--- src/rtl/fxmd_pkg.sv ---
// Shared types, constants and helpers for the fixed-point multiply/divide unit.
package fxmd_pkg;

   localparam int unsigned DATA_W     = 32;
   // quotient bits that survive the overflow guard
   localparam int unsigned QUO_BITS   = 30;
   // pipeline depth from the operand ports to the aligned result ahead of the output register
   localparam int unsigned PIPE_DEPTH = QUO_BITS + 1;
   localparam int unsigned MUL_STAGES = 4;
   localparam int unsigned MUL_PAD    = PIPE_DEPTH - MUL_STAGES;

   localparam logic OP_MUL = 1'b0;
   localparam logic OP_DIV = 1'b1;

   typedef logic [DATA_W-1:0]   word_type;
   typedef logic [QUO_BITS-1:0] quo_type;

   localparam word_type MOST_POS = 32'h7FFF_FFFF;
   localparam word_type MOST_NEG = 32'h8000_0000;

   typedef struct packed {
      logic differ;
      logic sat;
   } div_flags_type;

   // true unsigned magnitude: the most negative value maps to 2^31
   function automatic word_type magnitude(input word_type v);
      magnitude = v[DATA_W-1] ? (~v + word_type'(1)) : v;
   endfunction

endpackage

--- src/rtl/fxmd_mul.sv ---
// Pipelined signed fixed-point multiplier with a delay line to match the divider.
module fxmd_mul #(
   parameter int unsigned FRAC_BITS = 16
) (
   input  logic              clock,
   input  fxmd_pkg::word_type op_a,
   input  fxmd_pkg::word_type op_b,
   output fxmd_pkg::word_type product
);
   import fxmd_pkg::*;

   localparam int unsigned PROD_W = 2 * DATA_W;

   word_type          ma_ff, mb_ff;
   logic              neg1_ff, neg2_ff, neg3_ff;
   logic [31:0]       pp_ll_ff, pp_lh_ff, pp_hl_ff, pp_hh_ff;
   logic [PROD_W-1:0] sum_ff, sum_in;
   logic [PROD_W-1:0] signed_prod;
   word_type          res_ff, res_in;
   word_type          pad_ff [0:MUL_PAD-1];

   // magnitudes and product sign
   always_ff @(posedge clock) begin
      ma_ff   <= magnitude(op_a);
      mb_ff   <= magnitude(op_b);
      neg1_ff <= op_a[DATA_W-1] ^ op_b[DATA_W-1];
   end

   // four 16x16 partial products
   always_ff @(posedge clock) begin
      pp_ll_ff <= {16'b0, ma_ff[15:0]}  * {16'b0, mb_ff[15:0]};
      pp_lh_ff <= {16'b0, ma_ff[15:0]}  * {16'b0, mb_ff[31:16]};
      pp_hl_ff <= {16'b0, ma_ff[31:16]} * {16'b0, mb_ff[15:0]};
      pp_hh_ff <= {16'b0, ma_ff[31:16]} * {16'b0, mb_ff[31:16]};
      neg2_ff  <= neg1_ff;
   end

   assign sum_in = {pp_hh_ff, 32'b0}
                 + {16'b0, pp_lh_ff, 16'b0}
                 + {16'b0, pp_hl_ff, 16'b0}
                 + {32'b0, pp_ll_ff};

   always_ff @(posedge clock) begin
      sum_ff  <= sum_in;
      neg3_ff <= neg2_ff;
   end

   // restore the sign, then an arithmetic shift is a plain part-select
   assign signed_prod = neg3_ff ? (~sum_ff + PROD_W'(1)) : sum_ff;
   assign res_in      = signed_prod[FRAC_BITS+DATA_W-1:FRAC_BITS];

   always_ff @(posedge clock) begin
      res_ff <= res_in;
   end

   always_ff @(posedge clock) begin
      pad_ff[0] <= res_ff;
      for (int i = 1; i < MUL_PAD; i++) begin
         pad_ff[i] <= pad_ff[i-1];
      end
   end

   assign product = pad_ff[MUL_PAD-1];

endmodule

--- config.mk ---
export PLATFORM = sky130hd
export DESIGN_NAME = fxmd_mul
export DESIGN_NICKNAME = d
export VERILOG_FILES = /design/src/rtl/fxmd_pkg.sv /design/src/rtl/fxmd_mul.sv
export SDC_FILE = /design/constraint.sdc
export NUM_CORES = 2
export LEC_CHECK = 0
export BUFFER_PORTS_ARGS = -buffer_cell sky130_fd_sc_hd__clkbuf_2
export CAP_MARGIN = 20
export CORE_MARGIN = 5
export CORE_UTILIZATION = 50
export DETAILED_ROUTE_END_ITERATION = 16
export GPL_ROUTABILITY_DRIVEN = 1
export GPL_TIMING_DRIVEN = 0
export PLACE_DENSITY = 0.66
export SLEW_MARGIN = 20
export SYNTH_ARGS = -nofsm -noshare
export SYNTH_HDL_FRONTEND = slang
export SYNTH_SLANG_ARGS = --single-unit
--- constraint.sdc ---
create_clock -name clock -period 9.19 [get_ports clock]
set_clock_uncertainty 0.05 [all_clocks]
set_input_delay 0.919 -clock clock [delete_from_list [all_inputs] [get_ports clock]]
set_output_delay 0.919 -clock clock [all_outputs]
set_load 0.02 [all_outputs]
==> metrics.cfg <==
[grt]
antenna_found_initial = 11
grt-busiest-layer = met2
grt_max_degree = 18
grt_pass1_wl_mm = 211.5
gr-usage-met2_pct = 37.18
grtUsageTotal_pct = 23.73
grt.overflow.total = 0
grt_pass1_vias = 36410
grt_use_met3_pct = 5.794
use_met1_pct = 30.68

[route]
ant_nets = 0
via_per_inst = 5.031
drt_wl_total_mm = 136.0
vias = 34510
drt_iter0_drc = 2404
wire_per_inst_um = 19.82
drt_first_pass_iters = 5
drc_errors = 0

[timing]
period_share_pct = 91.69
setup-tns-final_ns = 0
period_needed_ns = 8.426
relSlewSlack_pct = 16.07
drv_slew = 0
tightestPinTransition_ns = 1.259
fmax_ghz = 0.1187
finalSetupViolCount = 0
rsz0062_at_grt = false
hold_viol_final = 0

[synth]
synthTopCellsByArea = dfxtp_1, fa_1, ha_1
synth_commonest_cells = dfxtp_1, inv_1, fa_1, nand2_1, and2_1
ys_ff_latch = 1123
yosys_warnings = 0
synthArstFlopShare_pct = 0
synth_most_common_cell = dfxtp_1
yosys.cell_types.count = 62
yosysTopAreaCellShare_pct = 40.27
synth_enable_flop_cells = 0
ys_seq_area_share_pct = 40.27
synthFlopType = dfxtp_1
synth_fp_nets = 6228
yosys.area.top_type = dfxtp_1
syn_area_um2 = 55830
syn_inst = 5076
avgSynthCellArea_um2 = 11.00

[min_path]
hold_class = reg -> reg

[placed_design]
gp_congestion = 0.9562
portBuffers = 96
dp_hpwl_mm = 104.5
placed_cells = 6660
place_area_um2 = 58170

[clocking]
cts_tree = yes
root_buffer = clkbuf_16
ctsResizeCount = 0
ctsHoldBuffers = 0
ctsLongestPathBuffers = 3
cts_buffers = 100
clk_pin_slew_ns = 0.06
cts-htree-levels = 3
clock-sinks = 1123
post_cts.repair.setup_buffers = 0
clock_latency_ns = 0.72

[setup_path]
path_class = reg -> reg
cp_data_arrival_time_ns = 8.89
crit_path_start_kind = flip-flop
crit_fanout = 10
cp-end-kind = flip-flop
required_ns = 9.66

[job]
maxCapViolations = 0

[cells_and_area]
final_area_um2 = 61870
stdcell_count = 6860
layout-drive-gt1-share_pct = 6.023
syn2layout_area_growth_pct = 10.82
final_util_pct = 55.83
nets = 6427

[die]
coreArea_um2 = 110800
rows = 122
dieWidth_um = 344.2
initial_core_util_pct = 50.38
die-height_um = 344.2
die_area_um2 = 118400
ios = 97

[run_status]
status = completed

==> critical path, cell delays in order (launching register included) <==
cell and delay (ns):
dfxtp_1 0.57, clkbuf_1 0.68, clkbuf_1 0.48, nand2_1 0.13, fa_1 0.52, fa_1 0.48
fa_1 0.57, inv_1 0.06, fa_1 0.49, fa_1 0.49, inv_1 0.05, fa_1 0.51
inv_1 0.05, ha_1 0.36, a21oi_1 0.26, o221ai_1 0.17, a21oi_1 0.40, o31a_1 0.31
o31ai_1 0.22, a31o_2 0.32, a31o_2 0.29, o311ai_1 0.76
==> final cells by class <==
class,count,area [µm²]
timing repair buffer,97,495.5
multi-input combinational,2915,29330
fill,9677,48950
sequential,1123,22480
antenna,9,22.52
buffer,207,900.9
tap,1488,1862
clock buffer,137,2841
clock inverter,53,817.0
inverter,831,3119
==> registers in the layout (all words and copies together), names as in the netlist <==
signal / flops
neg1_ff: 1
pp_hh_ff: 16
sum_ff: 48
res_ff: 32
neg2_ff: 1
pp_hl_ff: 32
pp_ll_ff: 32
pad_ff: 864
pp_lh_ff: 32
neg3_ff: 1
mb_ff: 32
ma_ff: 32
==> per-stage QoR <==
stage	hold WS (ns)	setup slack, ns
finish	0.2361	0.7641
detailed placement	0.2621	0.9459
floorplan	0.2596	3.047
global route	0.2413	0.6812
CTS	0.2344	0.9454
global placement	0.2596	0.6827
==> kinds of logic (layout without fill, tap and decap cells) <==
kind of cell               Yosys count  in the layout  share of synthesized area [%]
AOI/OAI and AO/OA                  366            366                          4.323
adders and majority gates         1087           1087                          33.69
and+or+nand+nor                   1226           1226                          10.82
DFF                               1123           1123                          40.27
other                                0              9                              0
buffers and inverters             1038           1325                          7.196
muxes                                1              1                        0.01793
xor gates and xnor gates           235            235                          3.687
==> layer usage <==
layer | vias up | share of wire (%) | wire, µm
li1 | 15830 | - | -
met1 | 17010 | 41 | 55700
met2 | 1320 | 44 | 59560
met3 | 343 | 8.9 | 12080
met4 | 6 | 6.3 | 8589
met5 | - | 0.034 | 46
==> final timing paths <==
check | from | end | slack (ns) | depth (start not counted)
worst min-delay path | pad_ff[0][216] | pad_ff[0][248] | 0.24 | 0
worst max-delay path | mb_ff[19] | pp_lh_ff[29] | 0.76 | 21
worst max register to register | mb_ff[19] | pp_lh_ff[29] | 0.76 | 21
worst min register to register | pad_ff[0][216] | pad_ff[0][248] | 0.24 | 0
==> cells in the final DEF, fill, tap and decap left out, drive strengths merged, types with 9 or more instances in the layout <==
cell / netlist / final
dfxtp: 1123 / 1123
inv: 831 / 837
fa: 694 / 694
nand2: 581 / 581
and2: 415 / 415
clkbuf: 174 / 407
ha: 393 / 393
xnor2: 193 / 193
o21ai: 86 / 86
a21oi: 79 / 79
nor2: 66 / 66
a21o: 53 / 53
xor2: 42 / 42
buf: 33 / 34
clkinv: 0 / 28
nor3: 27 / 27
nand3: 26 / 26
o31ai: 22 / 22
or3: 22 / 22
nand2b: 19 / 19
o21a: 18 / 18
o21bai: 18 / 18
o41ai: 15 / 15
a211oi: 14 / 14
bufinv: 0 / 14
nor2b: 13 / 13
and3: 11 / 11
nor4: 11 / 11
or4: 11 / 11
diode: 0 / 9
Power is left out: the tool's default activity adds up to more than one toggle a clock period on the data nets, which glitch-free logic cannot reach.
