### config.mk
export PLATFORM = sky130hd
export DESIGN_NAME = fxmd_div
export DESIGN_NICKNAME = d
export VERILOG_FILES = /design/src/rtl/fxmd_pkg.sv /design/src/rtl/fxmd_div.sv
export SDC_FILE = /design/constraint.sdc
export NUM_CORES = 2
export LEC_CHECK = 0
export ABC_AREA = 0
export BUFFER_PORTS_ARGS = -buffer_cell sky130_fd_sc_hd__buf_2
export CAP_MARGIN = 30
export CELL_PAD_IN_SITES_DETAIL_PLACEMENT = 1
export CELL_PAD_IN_SITES_GLOBAL_PLACEMENT = 1
export CORE_UTILIZATION = 50
export DETAILED_ROUTE_END_ITERATION = 8
export PLACE_DENSITY_LB_ADDON = 0.1
export SKIP_CTS_REPAIR_TIMING = 1
export SYNTH_ARGS = -nofsm -noshare
export SYNTH_HDL_FRONTEND = slang
export SYNTH_SLANG_ARGS = --single-unit
### constraint.sdc
create_clock -name clock -period 4.4 [get_ports clock]
set_clock_uncertainty 0.2 [all_clocks]
set_input_delay 0 -clock clock [delete_from_list [all_inputs] [get_ports clock]]
set_output_delay 0 -clock clock [all_outputs]
set_load 0.01 [all_outputs]
### src/rtl/fxmd_pkg.sv
// Shared types, constants and helpers for the fixed-point multiply/divide unit.
package fxmd_pkg;

   localparam int unsigned DATA_W     = 32;
   // quotient bits that survive the overflow guard
   localparam int unsigned QUO_BITS   = 30;
   // pipeline depth from the operand ports to the aligned result ahead of the output register
   localparam int unsigned PIPE_DEPTH = QUO_BITS + 1;
   localparam int unsigned MUL_STAGES = 4;
   localparam int unsigned MUL_PAD    = PIPE_DEPTH - MUL_STAGES;

   localparam logic OP_MUL = 1'b0;
   localparam logic OP_DIV = 1'b1;

   typedef logic [DATA_W-1:0]   word_type;
   typedef logic [QUO_BITS-1:0] quo_type;

   localparam word_type MOST_POS = 32'h7FFF_FFFF;
   localparam word_type MOST_NEG = 32'h8000_0000;

   typedef struct packed {
      logic differ;
      logic sat;
   } div_flags_type;

   // true unsigned magnitude: the most negative value maps to 2^31
   function automatic word_type magnitude(input word_type v);
      magnitude = v[DATA_W-1] ? (~v + word_type'(1)) : v;
   endfunction

endpackage

### src/rtl/fxmd_div.sv
// Pipelined restoring divider with overflow guard, one quotient bit per stage.
module fxmd_div #(
   parameter int unsigned FRAC_BITS = 16
) (
   input  logic                   clock,
   input  fxmd_pkg::word_type      dividend,
   input  fxmd_pkg::word_type      divisor,
   output fxmd_pkg::quo_type       quotient,
   output fxmd_pkg::div_flags_type flags
);
   import fxmd_pkg::*;

   localparam int unsigned GUARD_SHIFT = QUO_BITS - FRAC_BITS;
   localparam int unsigned NUM_W       = DATA_W + FRAC_BITS;

   word_type          ma_in, mb_in;
   logic [NUM_W-1:0]  full_in;
   div_flags_type     flags_in;

   word_type          rem_ff [0:QUO_BITS-1];
   quo_type           num_ff [0:QUO_BITS-1];
   word_type          dvs_ff [0:QUO_BITS-1];
   quo_type           quo_ff [0:QUO_BITS];
   div_flags_type     flg_ff [0:QUO_BITS];

   // prep: magnitudes, guard, and the top of the shifted dividend as first remainder
   assign ma_in           = magnitude(dividend);
   assign mb_in           = magnitude(divisor);
   assign full_in         = {ma_in, {FRAC_BITS{1'b0}}};
   assign flags_in.differ = dividend[DATA_W-1] ^ divisor[DATA_W-1];
   assign flags_in.sat    = (mb_in == '0) || ((ma_in >> GUARD_SHIFT) >= mb_in);

   always_ff @(posedge clock) begin
      rem_ff[0] <= ma_in >> GUARD_SHIFT;
      num_ff[0] <= full_in[QUO_BITS-1:0];
      dvs_ff[0] <= mb_in;
      quo_ff[0] <= '0;
      flg_ff[0] <= flags_in;
   end

   for (genvar k = 1; k <= QUO_BITS; k++) begin : g_stage
      logic [DATA_W:0] trial;
      logic [DATA_W:0] diff;
      logic            ge;

      assign trial = {rem_ff[k-1], num_ff[k-1][QUO_BITS-1]};
      assign ge    = trial >= {1'b0, dvs_ff[k-1]};
      assign diff  = trial - {1'b0, dvs_ff[k-1]};

      always_ff @(posedge clock) begin
         quo_ff[k] <= {quo_ff[k-1][QUO_BITS-2:0], ge};
         flg_ff[k] <= flg_ff[k-1];
      end

      if (k < QUO_BITS) begin : g_carry
         always_ff @(posedge clock) begin
            rem_ff[k] <= ge ? diff[DATA_W-1:0] : trial[DATA_W-1:0];
            num_ff[k] <= {num_ff[k-1][QUO_BITS-2:0], 1'b0};
            dvs_ff[k] <= dvs_ff[k-1];
         end
      end
   end

   assign quotient = quo_ff[QUO_BITS];
   assign flags    = flg_ff[QUO_BITS];

endmodule

==> impl_metrics.py <==
metrics = {
    "run_status": {
        "outcome": "complete, but fails checks",
        "violations": "setup timing",
    },
    "min_path": {
        "holdCritStartpoint": "divisor[31]",
        "hold-path-endpoint": "flg_ff[0][1]",
        "hold_depth": 3,
        "worstHoldPathType": "in2reg",
    },
    "grt": {
        "grt_pass1_wl_mm": 488,
        "grtUsageTotal_pct": 27.4,
        "overflow": 0,
        "grt_pass1_vias": 88499,
        "grt_max_degree": 55,
        "antenna_found_initial": 9,
    },
    "cts": {
        "clockBufferDepth": 4,
        "clock_latency_ps": 940,
        "root_buffer": "clkbuf_16",
        "cts_buffers": 289,
        "cts.sinks": 2538,
        "clkTransAtPathRegs_ps": 50,
        "tritoncts": "yes",
        "htree_levels": 5,
    },
    "drt": {
        "wirelength_mm": 320,
        "routedWlPerCell_um": 20.9,
        "ant_nets": 0,
        "vias": 84417,
        "drt_iter0_drc": 4061,
        "via_per_inst": 5.51,
        "drt_first_pass_iters": 5,
        "drc_errors": 0,
    },
    "synth": {
        "synth_top_cell_area_share_pct": 45.9,
        "async_flop_share_pct": 0,
        "yosys.area.top_type": "dfxtp_1",
        "synth_cell_types": 93,
        "synth_cells": 11641,
        "netlist_top_cells_area": "dfxtp_1 (46%), ha_1 (11%), inv_1 (4.2%)",
        "synth_flop_cell": "dfxtp_1",
        "ys_ff_latch": 2538,
        "synth_edf_count": 0,
        "yosysSeqAreaShare_pct": 45.9,
        "avgSynthCellArea_um2": 9.51,
        "yosysWarnings": 0,
        "syn_area_mm2": 0.111,
        "syn_nets": 12701,
    },
    "worst_setup_path": {
        "worst-setup-path-type": "in2reg",
        "ff2ff_path_depth": 13,
        "worstReg2RegEnd": "rem_ff[0][51]",
        "cp.arrival_ps": 5080,
        "end_kind": "flop",
        "start_kind": "input port",
        "critPathMaxFanout": 2,
        "critPathRequiredTime_ps": 5010,
        "rrSetupSlack_ps": -30,
        "crit_chain": "buf_2, dlygate4sd3_1, nor4_1, buf_4, nand2_1, or4_1, or3_1, or3_1, or4_1, o21ai_0, xnor2_1, ha_1, a21o_1, a21o_1, a21oi_1, nor2b_1, o21ai_0, nand4_1, and4_1",
        "slowest_stage": "dlygate4sd3_1",
        "slowest_delay_ps": 610,
        "r2r-start": "dvs_ff[0][1]",
    },
    "placement": {
        "portBuffers": 96,
        "place_ws_ps": -170,
        "place_area_mm2": 0.115,
        "gp_congestion": 0.904,
        "dp_hpwl_mm": 240,
        "placed_cells": 14619,
    },
    "sta": {
        "hold_viol": 0,
        "tns_ps": -146,
        "fin_ws_ps": -63.6,
        "slew_violations": 0,
        "fmax_mhz": 224,
        "relSlewSlack_pct": 31.6,
        "fin_crit_sh_pct": 101,
        "min_period_ps": 4460,
        "setup_viol": 6,
        "tightest_slew_ps": 1020,
    },
    "die": {
        "dieArea_mm2": 0.223,
        "core_mm2": 0.220,
        "top_level_ports": 97,
        "initial_utilization_pct": 50.4,
        "num_rows": 172,
        "dieWidth_um": 472,
        "dieHeight_um": 472,
    },
    "pwr": {
        "p_per_area_mw_per_mm2": 835,
        "leakage_nw": 58.7,
        "irDropWorstVdd_uv": 484,
    },
    "final_layout": {
        "instances_no_fill": 15318,
        "drive_gt1_share_pct": 9.12,
        "final_cell_mix": "dfxtp_1 (2,538), inv_1 (1,237), ha_1 (966)",
        "finalNetCount": 13205,
        "num-fill-cells": 24384,
        "areaGrowthSynthToFinish_pct": 14.9,
        "fin_area_mm2": 0.127,
        "layout_commonest_cell": "dfxtp_1",
    },
    "job": {
        "max-cap-violations": 0,
    },
}
[how the worst max path moves through the flow]
stage,to,depth (start not counted),slack (ps),from
3_5_place_dp,flg_ff[0][0],18,-170,dividend[6]
5_1_grt,rem_ff[0][42],14,-180,dvs_ff[0][1]
2_1_floorplan,flg_ff[0][0],16,550,dividend[6]
3_3_place_gp,flg_ff[0][0],18,-140,dividend[6]
6_report,flg_ff[0][0],19,-60,dividend[0]
4_1_cts,rem_ff[7][3],15,160,dvs_ff[27][1]
[critical path: cells and delay by family]
kind	cells	cell delay, ps
fa+ha+maj	1	280
buf+inv	3	910
simple gates	9	2680
xor+xnor	1	190
compound gates	5	990
[final cells by class]
class	instances	area, um2	share of cell area (%)
Tap cell	2958	3700	2.91
Timing Repair Buffer	437	3810	3.00
Multi-Input combinational cell	7641	54400	42.8
Clock buffer	379	8110	6.38
Sequential cell	2538	50800	40.0
Inverter	1238	4650	3.65
Clock inverter	120	1620	1.28
Antenna cell	7	17.5	0.0138
[Yosys cell counts (all sizes together), types with 25 or more instances]
cell,n
xnor2,486
o21a,145
nor4,50
xor2,318
a211o,34
or3,37
a31o,25
o21ai,800
nand2,789
o31ai,80
o41ai,27
dfxtp,2538
o211ai,47
o21bai,112
nor3,119
a21boi,39
nand4,132
nand2b,149
fa,29
and3,86
a31oi,87
ha,966
nor2b,129
mux2,322
clkbuf,167
buf,57
and2,35
nor2,632
or2,36
mux2i,25
a21o,453
a21oi,916
inv,1237
nand3,158
a211oi,59
[power by group]
| part | switching [mW] | internal (mW) | total [mW] |
|---|---|---|---|
| combinational | 26.7 | 20.6 | 47.4 |
| clock | 9.64 | 15.1 | 24.7 |
| sequential | 4.61 | 29.5 | 34.1 |
[layer usage]
| layer | wire [um] | GRT usage, % |
|---|---|---|
| met3 | 8540 | 2.76 |
| met2 | 165000 | 50.8 |
| met5 | 13 | 0 |
| met1 | 134000 | 32.3 |
| met4 | 12400 | 9.91 |
[flip-flops by register name, summed over array words and instances, names as in the netlist]
signal  flops
dvs_ff    960
quo_ff    465
num_ff    105
rem_ff    946
flg_ff     62
[cell families (layout without fill, tap and decap cells)]
kind of cell / count (synthesis) / after routing / share of synthesized area (%)
AO/OA/AOI/OAI: 3045 / 3045 / 17.2
other: 0 / 7 / 0
flip-flops: 2538 / 2538 / 45.9
multiplexers: 347 / 347 / 3.51
adder cells (fa/ha/maj): 995 / 995 / 11.4
XOR/XNOR: 804 / 804 / 6.36
AND/OR/NAND/NOR: 2450 / 2450 / 10.5
buffers and inverters: 1462 / 2174 / 5.08
[metrics by stage]
| stage | hold slack, ps | power, mW | util [%] |
|---|---|---|---|
| 5_1_grt | 20.5 | 113 | 57.9 |
| 2_1_floorplan | -172 | 66.8 | - |
| 3_3_place_gp | 9.69 | 79.1 | 52.5 |
| 6_report | 27.7 | 106 | 57.9 |
| 3_5_place_dp | 19.2 | 80.8 | 52.5 |
| 4_1_cts | -950 | 106 | 57.0 |
No activity file was read; power rests on OpenSTA's default activity.
